## src/hdl/edh_pkg.sv

```systemverilog
// ----------------------------------------------------------------------------
// edh_pkg
// Shared types and constants of the distance histogram unit.
// ----------------------------------------------------------------------------
package edh_pkg;

   localparam int CMD_BITS   = 2;
   localparam int COORD_BITS = 8;
   localparam int INDEX_BITS = 12;
   localparam int DIST_BITS  = 12;
   localparam int COUNT_BITS = 20;
   localparam int DIM_BITS   = 8;

   localparam logic [CMD_BITS-1:0] CMD_SAMPLE = 2'd0;
   localparam logic [CMD_BITS-1:0] CMD_READ   = 2'd1;
   localparam logic [CMD_BITS-1:0] CMD_CLEAR  = 2'd2;

   localparam logic RESULT_DISTANCE = 1'b0;
   localparam logic RESULT_COUNT    = 1'b1;

   localparam logic [COUNT_BITS-1:0] COUNT_MAX = '1;

   localparam int QUEUE_DEPTH    = 4;
   localparam int QUEUE_PTR_BITS = $clog2(QUEUE_DEPTH);
   localparam int QUEUE_CNT_BITS = $clog2(QUEUE_DEPTH + 1);

   typedef enum logic [1:0] {
      JOB_DIST,
      JOB_READ,
      JOB_CLEAR
   } job_kind_type;

   typedef struct packed {
      job_kind_type          kind;
      logic [INDEX_BITS-1:0] bin_index;
   } job_type;

   typedef enum logic [2:0] {
      ST_CLEAR,
      ST_IDLE,
      ST_SQRT,
      ST_SAT,
      ST_HIST_RD,
      ST_HIST_WR,
      ST_READ_RD,
      ST_READ_DONE
   } back_state_type;

endpackage

```

## src/hdl/edh_ram.sv

```systemverilog
// ----------------------------------------------------------------------------
// edh_ram
// Simple dual-port RAM, one write port and one registered read port.
// ----------------------------------------------------------------------------
module edh_ram #(
   parameter int WIDTH = 8,
   parameter int DEPTH = 16,
   localparam int AW = (DEPTH > 1) ? $clog2(DEPTH) : 1
) (
   input  logic             clock,
   input  logic             wr_en,
   input  logic [AW-1:0]    wr_addr,
   input  logic [WIDTH-1:0] wr_data,
   input  logic [AW-1:0]    rd_addr,
   output logic [WIDTH-1:0] rd_data
);

   logic [WIDTH-1:0] mem_ff [DEPTH];
   logic [WIDTH-1:0] rd_data_ff;

   always_ff @(posedge clock) begin
      if (wr_en) begin
         mem_ff[wr_addr] <= wr_data;
      end
      rd_data_ff <= mem_ff[rd_addr];
   end

   assign rd_data = rd_data_ff;

endmodule

```

## src/hdl/edh_front.sv

```systemverilog
// ----------------------------------------------------------------------------
// edh_front
// Takes transactions, keeps the reference vector and sums squared differences.
// ----------------------------------------------------------------------------
module edh_front import edh_pkg::*; #(
   parameter int MAX_DIM = 128,
   localparam int ACC_BITS = 2 * COORD_BITS + $clog2(MAX_DIM)
) (
   input  logic                      clock,
   input  logic                      reset,
   input  logic                      req_valid,
   output logic                      req_stall,
   input  logic [CMD_BITS-1:0]       req_command,
   input  logic [COORD_BITS-1:0]     req_coordinate,
   input  logic [INDEX_BITS-1:0]     req_bin_index,
   input  logic                      csr_write_enable,
   input  logic [DIM_BITS-1:0]       csr_write_data,
   input  logic [QUEUE_CNT_BITS-1:0] queue_count,
   input  logic                      back_clearing,
   output logic                      push_valid,
   output job_type                   push_job,
   output logic [ACC_BITS-1:0]       push_acc
);

   localparam int PW = (MAX_DIM > 1) ? $clog2(MAX_DIM) : 1;

   logic [DIM_BITS-1:0]     dim_ff, dim_in;
   logic [PW-1:0]           pos_ff, pos_in;
   logic                    loaded_ff, loaded_in;
   logic                    s1_valid_ff, s1_valid_in;
   job_kind_type            s1_kind_ff, s1_kind_in;
   logic                    s1_last_ff;
   logic [COORD_BITS-1:0]   s1_coord_ff;
   logic [INDEX_BITS-1:0]   s1_index_ff;
   logic                    s2_valid_ff;
   job_kind_type            s2_kind_ff;
   logic                    s2_last_ff;
   logic [2*COORD_BITS-1:0] s2_square_ff;
   logic [INDEX_BITS-1:0]   s2_index_ff;
   logic [ACC_BITS-1:0]     acc_ff, acc_in, acc_sum;

   logic                    accept;
   logic                    last_pos;
   int                      eff_dim;
   logic                    ref_we;
   logic [COORD_BITS-1:0]   ref_data;
   logic [COORD_BITS-1:0]   diff;
   logic [2*COORD_BITS-1:0] square;

   // anything in the pipe holds a queue slot, so a push never finds it full
   assign req_stall = back_clearing ||
      (int'(queue_count) + int'(s1_valid_ff) + int'(s2_valid_ff) >= QUEUE_DEPTH);
   assign accept = req_valid && !req_stall;

   always_comb begin
      eff_dim = int'(dim_ff);
      if (eff_dim == 0) begin
         eff_dim = 1;
      end
      if (eff_dim > MAX_DIM) begin
         eff_dim = MAX_DIM;
      end
      last_pos = (int'(pos_ff) + 1 >= eff_dim);
   end

   assign ref_we = accept && (req_command == CMD_SAMPLE) && !loaded_ff;

   edh_ram #(
      .WIDTH (COORD_BITS),
      .DEPTH (MAX_DIM)
   ) u_ref_ram (
      .clock   (clock),
      .wr_en   (ref_we),
      .wr_addr (pos_ff),
      .wr_data (req_coordinate),
      .rd_addr (pos_ff),
      .rd_data (ref_data)
   );

   always_comb begin
      dim_in      = csr_write_enable ? csr_write_data : dim_ff;
      pos_in      = pos_ff;
      loaded_in   = loaded_ff;
      s1_valid_in = 1'b0;
      s1_kind_in  = JOB_DIST;
      if (accept) begin
         case (req_command)
            CMD_SAMPLE: begin
               pos_in = last_pos ? '0 : pos_ff + 1'b1;
               if (!loaded_ff) begin
                  if (last_pos) begin
                     loaded_in = 1'b1;
                  end
               end else begin
                  s1_valid_in = 1'b1;
               end
            end
            CMD_READ: begin
               s1_valid_in = 1'b1;
               s1_kind_in  = JOB_READ;
            end
            CMD_CLEAR: begin
               s1_valid_in = 1'b1;
               s1_kind_in  = JOB_CLEAR;
               pos_in      = '0;
               loaded_in   = 1'b0;
            end
            default: begin
            end
         endcase
      end
   end

   // stage 1: reference entry arrives, square the difference
   always_comb begin
      diff   = (s1_coord_ff >= ref_data) ? s1_coord_ff - ref_data : ref_data - s1_coord_ff;
      square = (2*COORD_BITS)'(diff) * (2*COORD_BITS)'(diff);
   end

   // stage 2: accumulate, hand finished vectors and commands to the queue
   always_comb begin
      acc_sum = acc_ff + ACC_BITS'(s2_square_ff);
      acc_in  = acc_ff;
      if (s2_valid_ff) begin
         case (s2_kind_ff)
            JOB_DIST:  acc_in = s2_last_ff ? '0 : acc_sum;
            JOB_CLEAR: acc_in = '0;
            default:   acc_in = acc_ff;
         endcase
      end
      push_valid         = s2_valid_ff && ((s2_kind_ff != JOB_DIST) || s2_last_ff);
      push_job.kind      = s2_kind_ff;
      push_job.bin_index = s2_index_ff;
      push_acc           = acc_sum;
   end

   always_ff @(posedge clock) begin
      if (reset) begin
         dim_ff      <= DIM_BITS'(1);
         pos_ff      <= '0;
         loaded_ff   <= 1'b0;
         s1_valid_ff <= 1'b0;
         s2_valid_ff <= 1'b0;
         acc_ff      <= '0;
      end else begin
         dim_ff      <= dim_in;
         pos_ff      <= pos_in;
         loaded_ff   <= loaded_in;
         s1_valid_ff <= s1_valid_in;
         s2_valid_ff <= s1_valid_ff;
         acc_ff      <= acc_in;
      end
   end

   always_ff @(posedge clock) begin
      if (accept) begin
         s1_kind_ff  <= s1_kind_in;
         s1_last_ff  <= last_pos;
         s1_coord_ff <= req_coordinate;
         s1_index_ff <= req_bin_index;
      end
      s2_kind_ff   <= s1_kind_ff;
      s2_last_ff   <= s1_last_ff;
      s2_square_ff <= square;
      s2_index_ff  <= s1_index_ff;
   end

endmodule

```

## config.mk

```make
export PLATFORM = sky130hd
export DESIGN_NAME = edh_front
export DESIGN_NICKNAME = d
export VERILOG_FILES = /design/src/hdl/edh_pkg.sv /design/src/hdl/edh_ram.sv /design/src/hdl/edh_front.sv
export SDC_FILE = /design/constraint.sdc
export NUM_CORES = 1
export LEC_CHECK = 0
export ABC_CLOCK_PERIOD_IN_PS = 14900
export BUFFER_PORTS_ARGS = -buffer_cell sky130_fd_sc_hd__buf_4
export CORE_ASPECT_RATIO = 1.1
export CORE_MARGIN = 3
export CORE_UTILIZATION = 67
export DETAILED_ROUTE_END_ITERATION = 6
export PLACE_DENSITY = 0.84
export SYNTH_ARGS = -nofsm -noshare
export SYNTH_HDL_FRONTEND = slang
export SYNTH_HIERARCHICAL = 1
export SYNTH_SLANG_ARGS = --single-unit
export TNS_END_PERCENT = 10
```

## constraint.sdc

```tcl
create_clock -name clock -period 14.9 [get_ports clock]
set_clock_uncertainty 0.15 [all_clocks]
set_input_delay 2.98 -clock clock [delete_from_list [all_inputs] [get_ports clock]]
set_output_delay 2.98 -clock clock [all_outputs]
set_load 0.05 [all_outputs]
```

==> results.cfg <==
[synth]
ys.flop_type = edfxtp_1
synth-compound-area-share = 0.02183
synth_cell_types = 66
synth_edf_count = 1047
yosys.area.top_type_share = 0.6815
synthMuxAreaShare = 0.1697
synthSimpleGateAreaFrac = 0.03409
synth_cells = 2308
synthAdderAreaFrac = 0.03233
synth_fp_nets = 2449
synth-xor-area-share = 0.01017
synthesis.area_mm2 = 0.04613
synth_top_area_cell = edfxtp_1
synthTopCellsByArea = edfxtp_1, mux4_2, dfxtp_1
synth_top_family_by_area = multiplexers
ys_ff_latch = 1126
ys.warnings.count = 6
avgSynthCellArea_um2 = 19.99
ys_seq_area_frac = 0.7158
synthArstFlopShare = 0

[sta]
fin_crit_ns = 7.519
rsz0062_at_grt = no
hold_violations = 0
finalCritPeriodShare = 0.5046
drv_slew = 0
finalSetupTns_ns = 0
worst_pin_slew_ns = 1.242
timing.fmax_ghz = 0.1330
setup_viol = 0
slew_headroom = 0.1657

[routing]
remaining_drc_errors = 0
via_per_inst = 7.299
vias = 24950
ant_nets = 0
initialDrtViolationCount = 3945
finalWirelength_um = 123400
detail_route.wl_per_cell_um = 36.11
dr.pass1.iters = 6

[setup_path]
r2r-start = s1_coord_ff[0]
cp-endpoint = u_ref_ram/mem_ff[118][1]
critPathMaxStageDelay_ns = 0.94
worst_setup_path_end_kind = register
critPathBufInv = 3
slowest_stage = nor2_1
crit_top_cell = buf_4
crit_path_start_kind = primary input
critPathLaunch = queue_count[0]
ff2ff_setup_slack_ns = 8.05
cp.required_ns = 15.06
cp.arrival_ns = 7.67
reg2regPathDepth = 24
path_depth = 12
worstSetupPathType = primary input to register
crit_fanout = 27
cp_top_family = simple AND/OR/NAND/NOR gates
r2r_end = s2_square_ff[13]
path_cells = buf_4 > ha_1 > a21o_1 > a211oi_1 > and2_1 > buf_4 > nand2_1 > nor2_1 > nor2b_1 > nand3_1 > buf_4 > nor2_1

[floorplan]
initial_core_util = 0.6790
num_rows = 100
die_w_um = 256.2
coreArea_mm2 = 0.06794
die_area_mm2 = 0.07204
io_pins = 77
die_h_um = 281.2

[clocking]
cts_tree = built
cts.htree.levels = 3
hold_buffers = 0
ctsResizeCount = 0
clock-root-buffer = clkbuf_16
numCtsBuffers = 102
cts_setup_buffers = 0
cts_num_sinks = 1126
cts_max_path_buffers = 3
clk_pin_slew_ns = 0.07
clk_latency_ns = 0.68

[pwr]
p_sw_frac = 0.2348
powerDensity_mw_per_mm2 = 134.0
clockPowerShare = 0.396
power_frac_seq = 0.510
p_int_mw = 5.236
total_power_mw = 6.843
power_leakage_nw = 16.28
net-switching-power_mw = 1.606
peakVddDrop_mv = 0.1041
combPwrFrac = 0.094

[finish]
nets = 2555
drive_gt1_frac = 0.2498
fill_cells = 3343
syn_to_final_growth_pct = 10.66
fin_cells = 3418
final_core_util = 0.7514

[global_route]
grt_remaining_overflow = 0
grt_max_degree = 86
grt_pass1_wl_um = 180600
antenna_found_initial = 3
grt_pass1_vias = 24970
grt_usage = 0.3517

[placed_design]
hpwl_um = 67730
dp.cells = 3228
portBuffers = 76
routabilityCongestion = 0.8901

[job]
cap_violations = 0

[worst_hold_path]
hp-class = register to register
hold_path_depth = 0

[status]
outcome = finished clean
[power by group through the flow]
stage                     combinational (mW)  clock [mW]  sequential, mW
after floorplan                        0.447           0            3.56
after global placement                 0.620           0            3.56
after detailed placement               0.639           0            3.56
after CTS                              0.647        2.73            3.49
after global routing                   0.713        2.84            3.49
final                                  0.645        2.71            3.49
[worst reg2reg max path, stage by stage, from the launching register on]
cell and delay (ns):
edfxtp_1 0.42, inv_1 0.09, ha_1 0.16, inv_1 0.06
fa_1 0.43, a21o_1 0.25, o21ai_1 0.21, a21oi_4 0.16
mux2i_1 0.17, xnor2_1 0.86, nor2_1 0.19, fa_1 0.52
fa_1 0.55, inv_1 0.06, fa_1 0.50, fa_1 0.54
inv_1 0.04, ha_1 0.34, o21ai_0 0.16, nand2b_1 0.07
o311a_1 0.13, o21ai_0 0.25, nand2b_1 0.10, a21oi_1 0.19
xnor2_1 0.14
[layout make-up]
cell class / instances / area, um2 / share of cell area
sequential: 1126 / 33040 / 0.6471
multi-input combinational: 1006 / 12370 / 0.2423
clock buffer: 128 / 2798 / 0.05480
tap: 918 / 1149 / 0.02250
timing repair buffer: 107 / 803.3 / 0.01573
clock inverter: 60 / 624.3 / 0.01223
inverter: 71 / 266.5 / 0.005220
antenna: 2 / 5.005 / 0.00009804
[flip-flops by register name (all words and copies together), names as in the netlist, 2 cells and up]
signal / flops
u_ref_ram/mem_ff: 1024
s2_kind_ff: 2
u_ref_ram/rd_data: 8
s1_index_ff: 12
s2_square_ff: 15
pos_ff: 7
s1_kind_ff: 2
acc_ff: 23
dim_ff: 8
s2_index_ff: 12
s1_coord_ff: 8
[how the worst min path moves through the flow]
| stage | to | slack [ns] | from |
|---|---|---|---|
| floorplan | s2_index_ff[0] | 0.17 | s1_index_ff[0] |
| global placement | s2_kind_ff[0] | 0.17 | s1_kind_ff[0] |
| detailed placement | s2_index_ff[10] | 0.18 | s1_index_ff[10] |
| CTS | s2_index_ff[10] | 0.19 | s1_index_ff[10] |
| global route | s2_index_ff[10] | 0.19 | s1_index_ff[10] |
| finish | s2_index_ff[10] | 0.19 | s1_index_ff[10] |
[placed cells by master, fill, tap and decap left out, types with 9 or more instances in the layout]
cell type / count
nor3_1: 19
ha_1: 76
xor2_1: 15
inv_1: 71
clkbuf_16: 107
buf_4: 107
nand2_1: 48
o21a_1: 9
mux4_2: 336
clkinv_1: 19
and3_1: 9
o211ai_1: 11
clkbuf_1: 16
bufinv_16: 10
a21o_1: 16
xnor2_1: 28
nand2b_1: 14
fa_1: 27
nor2_1: 189
a22oi_1: 10
o21ai_0: 13
mux2i_1: 12
nand3_1: 18
clkinv_2: 14
a21oi_1: 40
nor2b_1: 15
dfxtp_1: 75
edfxtp_1: 1047
[logic make-up (layout without fill, tap and decap cells)]
logic type	after synthesis	after routing
other	0	2
flip-flops	1126	1126
XOR/XNOR	48	48
adder cells (fa/ha/maj)	103	103
AND/OR/NAND/NOR	351	351
multiplexers	359	359
buffers and inverters	176	366
AO/OA/AOI/OAI	145	145
[synth_stat cells, types with 7 or more instances]
cell type / instances
a22o_1: 7
xor2_1: 15
and2_1: 7
nor2b_1: 15
fa_1: 27
edfxtp_1: 1047
clkbuf_1: 54
buf_2: 18
nor3_1: 19
nor2_1: 189
nand2_1: 48
o21ai_0: 13
a21o_1: 16
dfxtp_1: 79
inv_1: 70
a31oi_1: 7
nand3_1: 18
mux4_2: 336
buf_4: 11
and3_1: 9
o21a_1: 9
nand4_1: 8
xnor2_1: 28
nand2b_1: 14
a22oi_1: 10
a21oi_1: 40
mux2_2: 8
buf_1: 19
mux2i_1: 12
o211ai_1: 11
ha_1: 76
[metal layers]
metal | global-route usage | part of all wire | wire, um | vias to the layer above
met4 | 0.1553 | 0.051 | 6340 | 2
met1 | 0.4710 | 0.33 | 41310 | 12890
met5 | 0 | 0.00011 | 13 | -
met3 | 0.07326 | 0.12 | 14500 | 370
li1 | - | - | - | 9567
met2 | 0.5736 | 0.50 | 61250 | 2123
[metrics by stage]
stage               worst slack (ns)  instance area (um2)  hold WS [ns]
floorplan                      7.878                46130        0.1733
global placement               7.409                47620        0.1739
detailed placement             7.141                47620        0.1769
CTS                            7.586                51050        0.1867
global route                   7.290                51050        0.1918
finish                         7.381                51050        0.1878
(Power assumes the default switching activity.)
