--- src/hdl/edh_pkg.sv ---
// ----------------------------------------------------------------------------
// edh_pkg
// Shared types and constants of the distance histogram unit.
// ----------------------------------------------------------------------------
package edh_pkg;

   localparam int CMD_BITS   = 2;
   localparam int COORD_BITS = 8;
   localparam int INDEX_BITS = 12;
   localparam int DIST_BITS  = 12;
   localparam int COUNT_BITS = 20;
   localparam int DIM_BITS   = 8;

   localparam logic [CMD_BITS-1:0] CMD_SAMPLE = 2'd0;
   localparam logic [CMD_BITS-1:0] CMD_READ   = 2'd1;
   localparam logic [CMD_BITS-1:0] CMD_CLEAR  = 2'd2;

   localparam logic RESULT_DISTANCE = 1'b0;
   localparam logic RESULT_COUNT    = 1'b1;

   localparam logic [COUNT_BITS-1:0] COUNT_MAX = '1;

   localparam int QUEUE_DEPTH    = 4;
   localparam int QUEUE_PTR_BITS = $clog2(QUEUE_DEPTH);
   localparam int QUEUE_CNT_BITS = $clog2(QUEUE_DEPTH + 1);

   typedef enum logic [1:0] {
      JOB_DIST,
      JOB_READ,
      JOB_CLEAR
   } job_kind_type;

   typedef struct packed {
      job_kind_type          kind;
      logic [INDEX_BITS-1:0] bin_index;
   } job_type;

   typedef enum logic [2:0] {
      ST_CLEAR,
      ST_IDLE,
      ST_SQRT,
      ST_SAT,
      ST_HIST_RD,
      ST_HIST_WR,
      ST_READ_RD,
      ST_READ_DONE
   } back_state_type;

endpackage

--- src/hdl/edh_queue.sv ---
// ----------------------------------------------------------------------------
// edh_queue
// Short FIFO of jobs between the front and the back.
// ----------------------------------------------------------------------------
module edh_queue import edh_pkg::*; #(
   parameter int WIDTH = 8
) (
   input  logic                      clock,
   input  logic                      reset,
   input  logic                      push,
   input  logic [WIDTH-1:0]          push_data,
   input  logic                      pop,
   output logic [WIDTH-1:0]          head_data,
   output logic                      empty,
   output logic [QUEUE_CNT_BITS-1:0] count
);

   logic [WIDTH-1:0]          entry_ff [QUEUE_DEPTH];
   logic [QUEUE_PTR_BITS-1:0] wr_ptr_ff, wr_ptr_in;
   logic [QUEUE_PTR_BITS-1:0] rd_ptr_ff, rd_ptr_in;
   logic [QUEUE_CNT_BITS-1:0] count_ff, count_in;

   always_comb begin
      wr_ptr_in = push ? wr_ptr_ff + 1'b1 : wr_ptr_ff;
      rd_ptr_in = pop ? rd_ptr_ff + 1'b1 : rd_ptr_ff;
      count_in  = count_ff + QUEUE_CNT_BITS'(push) - QUEUE_CNT_BITS'(pop);
   end

   always_ff @(posedge clock) begin
      if (reset) begin
         wr_ptr_ff <= '0;
         rd_ptr_ff <= '0;
         count_ff  <= '0;
      end else begin
         wr_ptr_ff <= wr_ptr_in;
         rd_ptr_ff <= rd_ptr_in;
         count_ff  <= count_in;
      end
   end

   always_ff @(posedge clock) begin
      if (push) begin
         entry_ff[wr_ptr_ff] <= push_data;
      end
   end

   assign head_data = entry_ff[rd_ptr_ff];
   assign empty     = (count_ff == '0);
   assign count     = count_ff;

endmodule

--- config.mk ---
export PLATFORM = sky130hd
export DESIGN_NAME = edh_queue
export DESIGN_NICKNAME = d
export VERILOG_FILES = /design/src/hdl/edh_pkg.sv /design/src/hdl/edh_queue.sv
export SDC_FILE = /design/constraint.sdc
export NUM_CORES = 1
export LEC_CHECK = 0
export BUFFER_PORTS_ARGS = -buffer_cell sky130_fd_sc_hd__buf_2
export CORE_UTILIZATION = 50
export DETAILED_ROUTE_END_ITERATION = 8
export PLACE_DENSITY = 0.71
export SETUP_SLACK_MARGIN = 0.1
export SYNTH_ARGS = -nofsm -noshare
export SYNTH_HDL_FRONTEND = slang
export SYNTH_SLANG_ARGS = --single-unit
--- constraint.sdc ---
create_clock -name clock -period 2.01 [get_ports clock]
set_clock_uncertainty 0.05 [all_clocks]
set_input_delay 0.402 -clock clock [delete_from_list [all_inputs] [get_ports clock]]
set_output_delay 0.402 -clock clock [all_outputs]
set_load 0.01 [all_outputs]
==> results.toml, run 1 <==
[clock_network]
cts_made_buffers = 5
cts-htree-levels = 2
cts_setup_buffers = 0
clk_root_buffer_cell = "clkbuf_4"
clkLatencyLatePin_ns = 0.34
tritoncts = "yes"
ctsHoldBuffers = 0
clock-sinks = 41
clk_pin_slew_ns = 0.12
cts_buffer_depth = 2

[global_route]
grt_max_degree = 13
grt_pass1_wl_um = 3700
overflow = 0
grt_pass1_vias = 783
antenna_found_initial = 0
grt.total_usage_pct = 15.9

[detailed_routing]
drt-pass1-iter-count = 4
ant_nets = 0
avgViaCountPerCell = 4.94
wirelength_um = 2270
first_iter_violations = 21
remaining_drc_errors = 0
post_drt_wl_per_cell_um = 14.5
num_vias = 775

[timing]
relSlewSlack_pct = 71.6
finalHoldViolCount = 0
setup_viol = 0
period_minus_slack_ns = 1.94
period_share_pct = 96.4
rsz0062_at_grt = "yes"
slew_viol_final = 0
final.setup.tns_ns = 0
tightest_slew_ns = 0.426
max_freq_mhz = 516

[power_and_ir_drop]
power.density_nw_per_um2 = 957
p_leak_nw = 0.702
peakVddDrop_mv = 0.592
fin_total_pwr_mw = 1.81

[yosys]
synth_area_per_cell_um2 = 19.2
netlist_area_um2 = 1590
synth_top_cell_area_share_pct = 60.4
ys_warn_count = 0
synth-seq-area-share_pct = 71.8
ys_top_cells_by_area = "edfxtp_1 60%, dfxtp_1 11%, mux4_2 11%"
yosysTopAreaCell = "edfxtp_1"
ys_types = 18
syn_nets = 102
synth_seq_cells = 41
postSynthCellCount = 83

[worst_setup_path]
critical_path_class = "register to output pin"
crit_fanout = 8
worst_ep_arrival_time_ns = 1.49
cp-start-kind = "register"
rr_worst_depth = 7
endpoint_kind = "output pin"
worst_ep_required_time_ns = 1.56
worstReg2RegEnd = "count[2]"
crit-reg2reg-launch = "count[0]"
max_stage_delay_ns = 0.51
cp_slowest_cell = "mux4_2"
path_cells = "buf_12, mux4_2, buf_6"
ff2ff_setup_slack_ns = 0.23

[layout]
seq_area_um2 = 1140
multi_input_area_um2 = 410
final_common_cell = "edfxtp_1"
final_area_um2 = 1890
final_cell_mix = "32 x edfxtp_1, 15 x buf_2, 8 x mux4_2, 8 x buf_6, 7 x dfxtp_1"
final_layout_size_suffix_gt1_share_pct = 36.3
antenna_cells = 0
fill_cells = 232
area_growth_pct = 19.0
fin_nets = 131

[die]
fp.dieH_um = 58.4
dieArea_um2 = 3410
boundaryPins = 24
initial_core_util_pct = 52.5
row_count = 20
die-width_um = 58.4
coreArea_um2 = 3030

[worst_hold_path]
min_to = "entry_ff[2][0]"
hold_path_class = "primary input to register"
min_path_cells = 1
holdCritStartpoint = "push_data[0]"

[placement]
dpl.hpwl_um = 1530
portBuffers = 23
globalplace.congestion = 0.640
dpl_cell_area_um2 = 1750

[run]
drv_cap = 0

[outcome]
status = "finished clean"
==> kinds of logic after synthesis <==
family / synth area share [%]
AOI/OAI and AO/OA: 0.944
and+or+nand+nor: 4.33
DFF: 71.8
muxes: 12.0
buffers and inverters: 2.44
adders and majority gates: 5.98
xor gates and xnor gates: 2.60
==> state kept, by name (all words and copies together), names as in the netlist, named ones only <==
name	count
count	3
entry_ff	32
rd_ptr_ff	2
wr_ptr_ff	2
==> cell usage after synthesis <==
cell	count
and2_1	4
a21oi_1	1
inv_1	6
a21bo_2	1
nand3b_1	1
clkbuf_2	1
edfxtp_1	32
xnor2_1	2
nor2b_1	2
buf_6	1
dfxtp_1	9
fa_1	1
mux2i_1	1
nor3_1	1
mux4_2	8
nor2_1	5
xor3_1	1
ha_1	6
==> area by class of cell <==
class | instances | area share, %
Timing Repair Buffer | 24 | 9.79
Sequential cell | 41 | 60.5
Inverter | 6 | 1.19
Multi-Input combinational cell | 34 | 21.7
Clock inverter | 2 | 1.79
Clock buffer | 6 | 2.18
Tap cell | 44 | 2.91
==> worst max-delay path: cells and delay by family, from the launching register on <==
kind	cells	cell delay (ns)
multiplexers	1	0.51
flip-flops	1	0.36
buffers and inverters	2	0.28
==> repair_timing <==
item | 4_1_cts | 5_1_grt
resized for setup | 5 | 8
setup endpoints to repair | 8 | 9
endpoints found under the hold margin | 0 | 0
==> worst max-delay path by stage <==
stage                              end  slack (ns)  cells after the start
after floorplan               count[2]        0.21                      7
after global placement        count[2]        0.08                      7
after detailed placement      count[2]        0.07                      7
after CTS                 head_data[2]        0.04                      3
after global routing      head_data[2]      -0.002                      3
final                     head_data[0]        0.07                      3
==> per-layer routing <==
| layer | up-vias | routed length (µm) | GRT usage, % |
|---|---|---|---|
| met1 | 380 | 973 | 18.5 |
| met2 | 23 | 1130 | 25.3 |
| met4 | 0 | 42 | 7.48 |
| met5 | - | 0 | 0 |
| li1 | 367 | - | - |
| met3 | 5 | 126 | 7.25 |
==> report_power, final <==
part,total [mW],switching [mW],internal [mW],leakage [nW]
clock network,0.502,0.243,0.259,0.0399
registers,1.01,0.0338,0.974,0.369
logic,0.301,0.127,0.174,0.293
total,1.81,0.404,1.41,0.702
==> per-stage QoR <==
step                      worst slack, ns  util [%]  hold slack (ns)  cells
after floorplan                     0.214         -            0.424     83
after global routing             -0.00169      62.5            0.202    157
after detailed placement           0.0690      57.9            0.486    149
after global placement             0.0849      57.9            0.472    149
final                              0.0720      62.5            0.227    157
after CTS                          0.0448      61.0            0.220    157
Power figures use the tool's default switching activity.
==> run 2: changes to the inputs <==
Settings changed: CELL_PAD_IN_SITES_DETAIL_PLACEMENT set to 1, CELL_PAD_IN_SITES_GLOBAL_PLACEMENT set to 1, CORE_UTILIZATION 50 to 47, PLACE_DENSITY 0.71 to not set, PLACE_DENSITY_LB_ADDON set to 0.1.
==> run 2 against run 1 <==
Compared with the run above: sequential share of layout area increased by 1.2 points; power decreased by 7.1%; utilization decreased by 3.2 points; critical path depth unchanged; fmax decreased by 0.58%; worst setup slack got worse by 0.011 ns; critical endpoint is now head_data[5].
==> results.toml, run 2 (synthesis gave the netlist of run 1 again) <==
[placement]
dpl.hpwl_um = 1660
globalplace.congestion = 0.616
dpl_cell_area_um2 = 1750
portBuffers = 23

[worst_setup_path]
cp-start-kind = "register"
endpoint_kind = "output pin"
worst_ep_arrival_time_ns = 1.50
worst_ep_required_time_ns = 1.56
path_cells = "buf_12, mux4_2, buf_6"
path_delay_family = "multiplexers"
crit_buf_inv = 2
crit_fanout = 8
critical_path_class = "register to output pin"
max_stage_delay_ns = 0.52
cp_slowest_cell = "mux4_2"

[detailed_routing]
remaining_drc_errors = 0
avgViaCountPerCell = 5.01
first_iter_violations = 18
post_drt_wl_per_cell_um = 15.6
num_vias = 786
drt-pass1-iter-count = 3
ant_nets = 0
wirelength_um = 2440

[layout]
antenna_cells = 0
final_area_um2 = 1850
fill_cells = 307
fin_nets = 131
largest_register = "entry_ff"
largest_reg_flops = 32
seq_area_um2 = 1140
final_cell_mix = "32 x edfxtp_1, 17 x buf_2, 8 x mux4_2, 8 x dfxtp_1"
area_growth_pct = 16.6
multi_input_area_um2 = 410
final_layout_size_suffix_gt1_share_pct = 36.3
final_common_cell = "edfxtp_1"

[power_and_ir_drop]
switching_power_uw = 409
p_leak_nw = 0.690
p_sw_share_pct = 24.3
pwr-share-clk_pct = 22.5
p_int_mw = 1.27
power_frac_seq_pct = 60.0
power.density_nw_per_um2 = 908
p_comb_share_pct = 17.5
peakVddDrop_mv = 0.463

[timing]
period_share_pct = 97.0
finalHoldViolCount = 0
holdWs_ns = 0.224
period_minus_slack_ns = 1.95
rsz0062_at_grt = "yes"
max_freq_mhz = 513
tightest_slew_ns = 0.455
relSlewSlack_pct = 69.7
setup_viol = 0
slew_viol_final = 0

[run]
drv_cap = 0

[global_route]
grt_max_degree = 13
antenna_found_initial = 0
grt_pass1_vias = 778
grt.total_usage_pct = 15.7
overflow = 0
grt_pass1_wl_um = 3790

[clock_network]
cts_made_buffers = 5
clock-sinks = 41
tritoncts = "yes"
cts_setup_buffers = 0
clk_pin_slew_ns = 0.12
clkLatencyLatePin_ns = 0.34
clk_root_buffer_cell = "clkbuf_4"
cts-htree-levels = 2
ctsHoldBuffers = 0
cts_buffer_depth = 2

[outcome]
status = "finished clean"

[worst_hold_path]
hold_path_class = "primary input to register"

[die]
fp.dieH_um = 60.2
die-width_um = 60.2
row_count = 20
boundaryPins = 24
dieArea_um2 = 3620
initial_core_util_pct = 50.8
coreArea_um2 = 3130
run 2: through the flow:
stage | TNS, ns | cells | utilization [%] | setup slack (ns) | total power [mW]
after global placement | 0 | 149 | 56.0 | 0.0787 | 1.28
after floorplan | 0 | 83 | - | 0.214 | 1.20
after global routing | -0.00233 | 157 | 59.3 | -0.00233 | 1.77
after CTS | 0 | 157 | 58.1 | 0.0267 | 1.69
after detailed placement | 0 | 149 | 56.0 | 0.0233 | 1.30
final | 0 | 157 | 59.3 | 0.0607 | 1.68
run 2: final cells by class:
cell class	count	area share, %
Multi-Input combinational cell	34	22.1
Inverter	6	1.21
Clock inverter	2	0.540
Timing Repair Buffer	24	9.31
Tap cell	44	2.97
Clock buffer	6	2.23
Sequential cell	41	61.6
run 2: routing by layer:
metal  vias up  track usage, %  routed length, µm
met1       389            15.6                957
met5         -               0                  0
li1        371               -                  -
met4         0            6.98                 45
met2        21            28.3               1320
met3         5            6.28                124
run 2: power groups by stage:
| stage | clock (mW) | combinational (mW) | sequential [mW] |
|---|---|---|---|
| after CTS | 0.399 | 0.279 | 1.01 |
| after floorplan | 0 | 0.175 | 1.02 |
| final | 0.379 | 0.294 | 1.01 |
| after global placement | 0 | 0.261 | 1.02 |
| after detailed placement | 0 | 0.271 | 1.03 |
| after global routing | 0.430 | 0.321 | 1.02 |
run 2: worst register-to-register path: cells and delay by family, from the launching register on:
family,cells,cell delay [ns]
XOR/XNOR,1,0.36
AND/OR/NAND/NOR,1,0.09
adder cells (fa/ha/maj),3,0.82
buffers and inverters,2,0.09
flip-flops,1,0.37
run 2: path summary, 6_finish.rpt:
kind                      from             end  slack [ns]  depth (start not counted)
setup reg to reg      count[0]        count[2]        0.18                          7
setup / recovery      register    head_data[5]        0.06                          3
hold reg to reg   rd_ptr_ff[0]    rd_ptr_ff[1]        0.51                          2
hold / removal    push_data[0]  entry_ff[3][0]        0.22                          1
run 2: what timing repair did:
action                     4_1_cts  5_1_grt
pin swaps                        0        0
gates resized for setup          4        6
setup endpoints to repair        8        8
cloned                           0        0
==> run 3: changes to the inputs <==
Settings changed: CORE_MARGIN set to 2.
==> run 3 against run 2 <==
Compared with the run above: power grew 11%; worst setup slack lost 0.0097 ns; critical path type unchanged; fmax shrank 0.50%; via count grew 0.51%; sequential power is essentially flat; global-route usage is essentially flat; worst hold slack lost 0.0057 ns; non-clock buffer count is the same.
==> results.toml, run 3 (synthesis gave the netlist of run 1 again) <==
[clock_network]
cts_made_buffers = 5
clk_root_buffer_cell = "clkbuf_4"
cts_setup_buffers = 0
cts-htree-levels = 2
clock-sinks = 41
clkLatencyLatePin_ns = 0.34
tritoncts = "yes"
clk_pin_slew_ns = 0.11
cts_buffer_depth = 2
ctsHoldBuffers = 0

[detailed_routing]
wirelength_um = 2630
post_drt_wl_per_cell_um = 16.6
drt-pass1-iter-count = 3
routed-wl-met2_um = 1430
num_vias = 790
routed.top_layer = "met4"
met3_length_um = 117
m1WireLength_um = 1020
first_iter_violations = 15
avgViaCountPerCell = 4.97
remaining_drc_errors = 0
ant_nets = 0

[power_and_ir_drop]
p_int_mw = 1.45
switching_power_uw = 416
p_sw_share_pct = 22.3
pwr-share-clk_pct = 29.4
fin_total_pwr_mw = 1.86
power.density_nw_per_um2 = 978
p_comb_share_pct = 16.4
power_frac_seq_pct = 54.2
peakVddDrop_mv = 0.435
p_leak_nw = 0.708

[timing]
max_freq_mhz = 510
period_share_pct = 97.5
holdWs_ns = 0.218
finalHoldViolCount = 0
slew_viol_final = 0
setup_ws_ns = 0.0510
tightest_slew_ns = 0.426
period_minus_slack_ns = 1.96
relSlewSlack_pct = 71.6
setup_viol = 0
rsz0062_at_grt = "yes"

[die]
fp.dieH_um = 62.2
coreArea_um2 = 3280
row_count = 21
die-width_um = 62.2
dieArea_um2 = 3870
boundaryPins = 24
initial_core_util_pct = 48.4

[placement]
globalplace.congestion = 0.625
pre_cts_ws_ns = 0.0607
dpl.hpwl_um = 1780
portBuffers = 23
dp_cells = 151

[layout]
fill_cells = 312
seq_area_um2 = 1140
stdcell_count = 159
final_common_cell = "edfxtp_1"
multi_input_area_um2 = 410
final_layout_size_suffix_gt1_share_pct = 36.3
largest_reg_flops = 32
final_cell_mix = "32 x edfxtp_1, 15 x buf_2, 8 x mux4_2, 8 x dfxtp_1, 8 x buf_6"
fin_nets = 131
finish.utilization_pct = 57.9
largest_register = "entry_ff"
area_growth_pct = 19.7
antenna_cells = 0

[outcome]
status = "finished clean"

[worst_hold_path]
min_path_cells = 1
hold_path_class = "primary input to register"

[worst_setup_path]
path_cells = "buf_12, mux4_2, buf_6"
rr_worst_depth = 7
max_stage_delay_ns = 0.53
crit_fanout = 8
endpoint_kind = "output pin"
cp_slowest_cell = "mux4_2"
cp-start-kind = "register"
critical_path_class = "register to output pin"
worst_ep_required_time_ns = 1.56
worst_ep_arrival_time_ns = 1.51

[global_route]
grt_pass1_wl_um = 4300
antenna_found_initial = 0
grt.total_usage_pct = 15.7
grt_pass1_vias = 860
overflow = 0
grt_max_degree = 13

[run]
drv_cap = 0
-- run 3: cell count changes in the layout (fill, tap and decap cells not counted) --
cell       change
buf_2          -2
buf_6          +2
clkinv_2       -2
bufinv_16      +1
clkbuf_8       +1
-- run 3: per-layer routing --
| layer | vias to the layer above | track usage [%] |
|---|---|---|
| li1 | 368 | - |
| met3 | 8 | 4.71 |
| met2 | 20 | 28.1 |
| met5 | - | 0 |
| met4 | 0 | 8.33 |
| met1 | 394 | 16.5 |
-- run 3: worst max-delay path: cells and delay by family (launching register included) --
kind,cells,cell delay [ns]
flip-flops,1,0.36
multiplexers,1,0.53
buffers and inverters,2,0.27
-- run 3: layout make-up --
| class | count | area share [%] |
|---|---|---|
| clock buffer | 7 | 2.89 |
| clock inverter | 1 | 1.58 |
| timing repair buffer | 24 | 9.73 |
| sequential | 41 | 60.0 |
| tap | 46 | 3.02 |
| multi-input combinational | 34 | 21.6 |
| inverter | 6 | 1.18 |
-- run 3: final timing paths --
kind | slack (ns) | end | from
worst max-delay path | 0.05 | head_data[0] | register
worst min register to register | 0.52 | rd_ptr_ff[1] | rd_ptr_ff[1]
worst min-delay path | 0.22 | entry_ff[2][0] | push_data[0]
worst max register to register | 0.20 | count[2] | count[0]
-- run 3: timing repair --
action,4_1_cts,5_1_grt
gates cloned,0,0
endpoints found under the setup margin,8,8
gates resized for setup,7,5
-- run 3: per-stage QoR --
step	TNS (ns)	cell area, µm²
finish	0	1900
global route	-0.0176	1900
CTS	0	1870
detailed placement	0	1750
global placement	0	1750
floorplan	0	1590
-- run 3: power groups by stage --
stage          Sequential [mW]  Combinational (mW)  Clock, mW
3_5_place_dp              1.03               0.271          0
4_1_cts                   1.01               0.291      0.572
2_1_floorplan             1.02               0.175          0
6_report                  1.01               0.305      0.547
5_1_grt                   1.02               0.339      0.605
3_3_place_gp              1.02               0.263          0
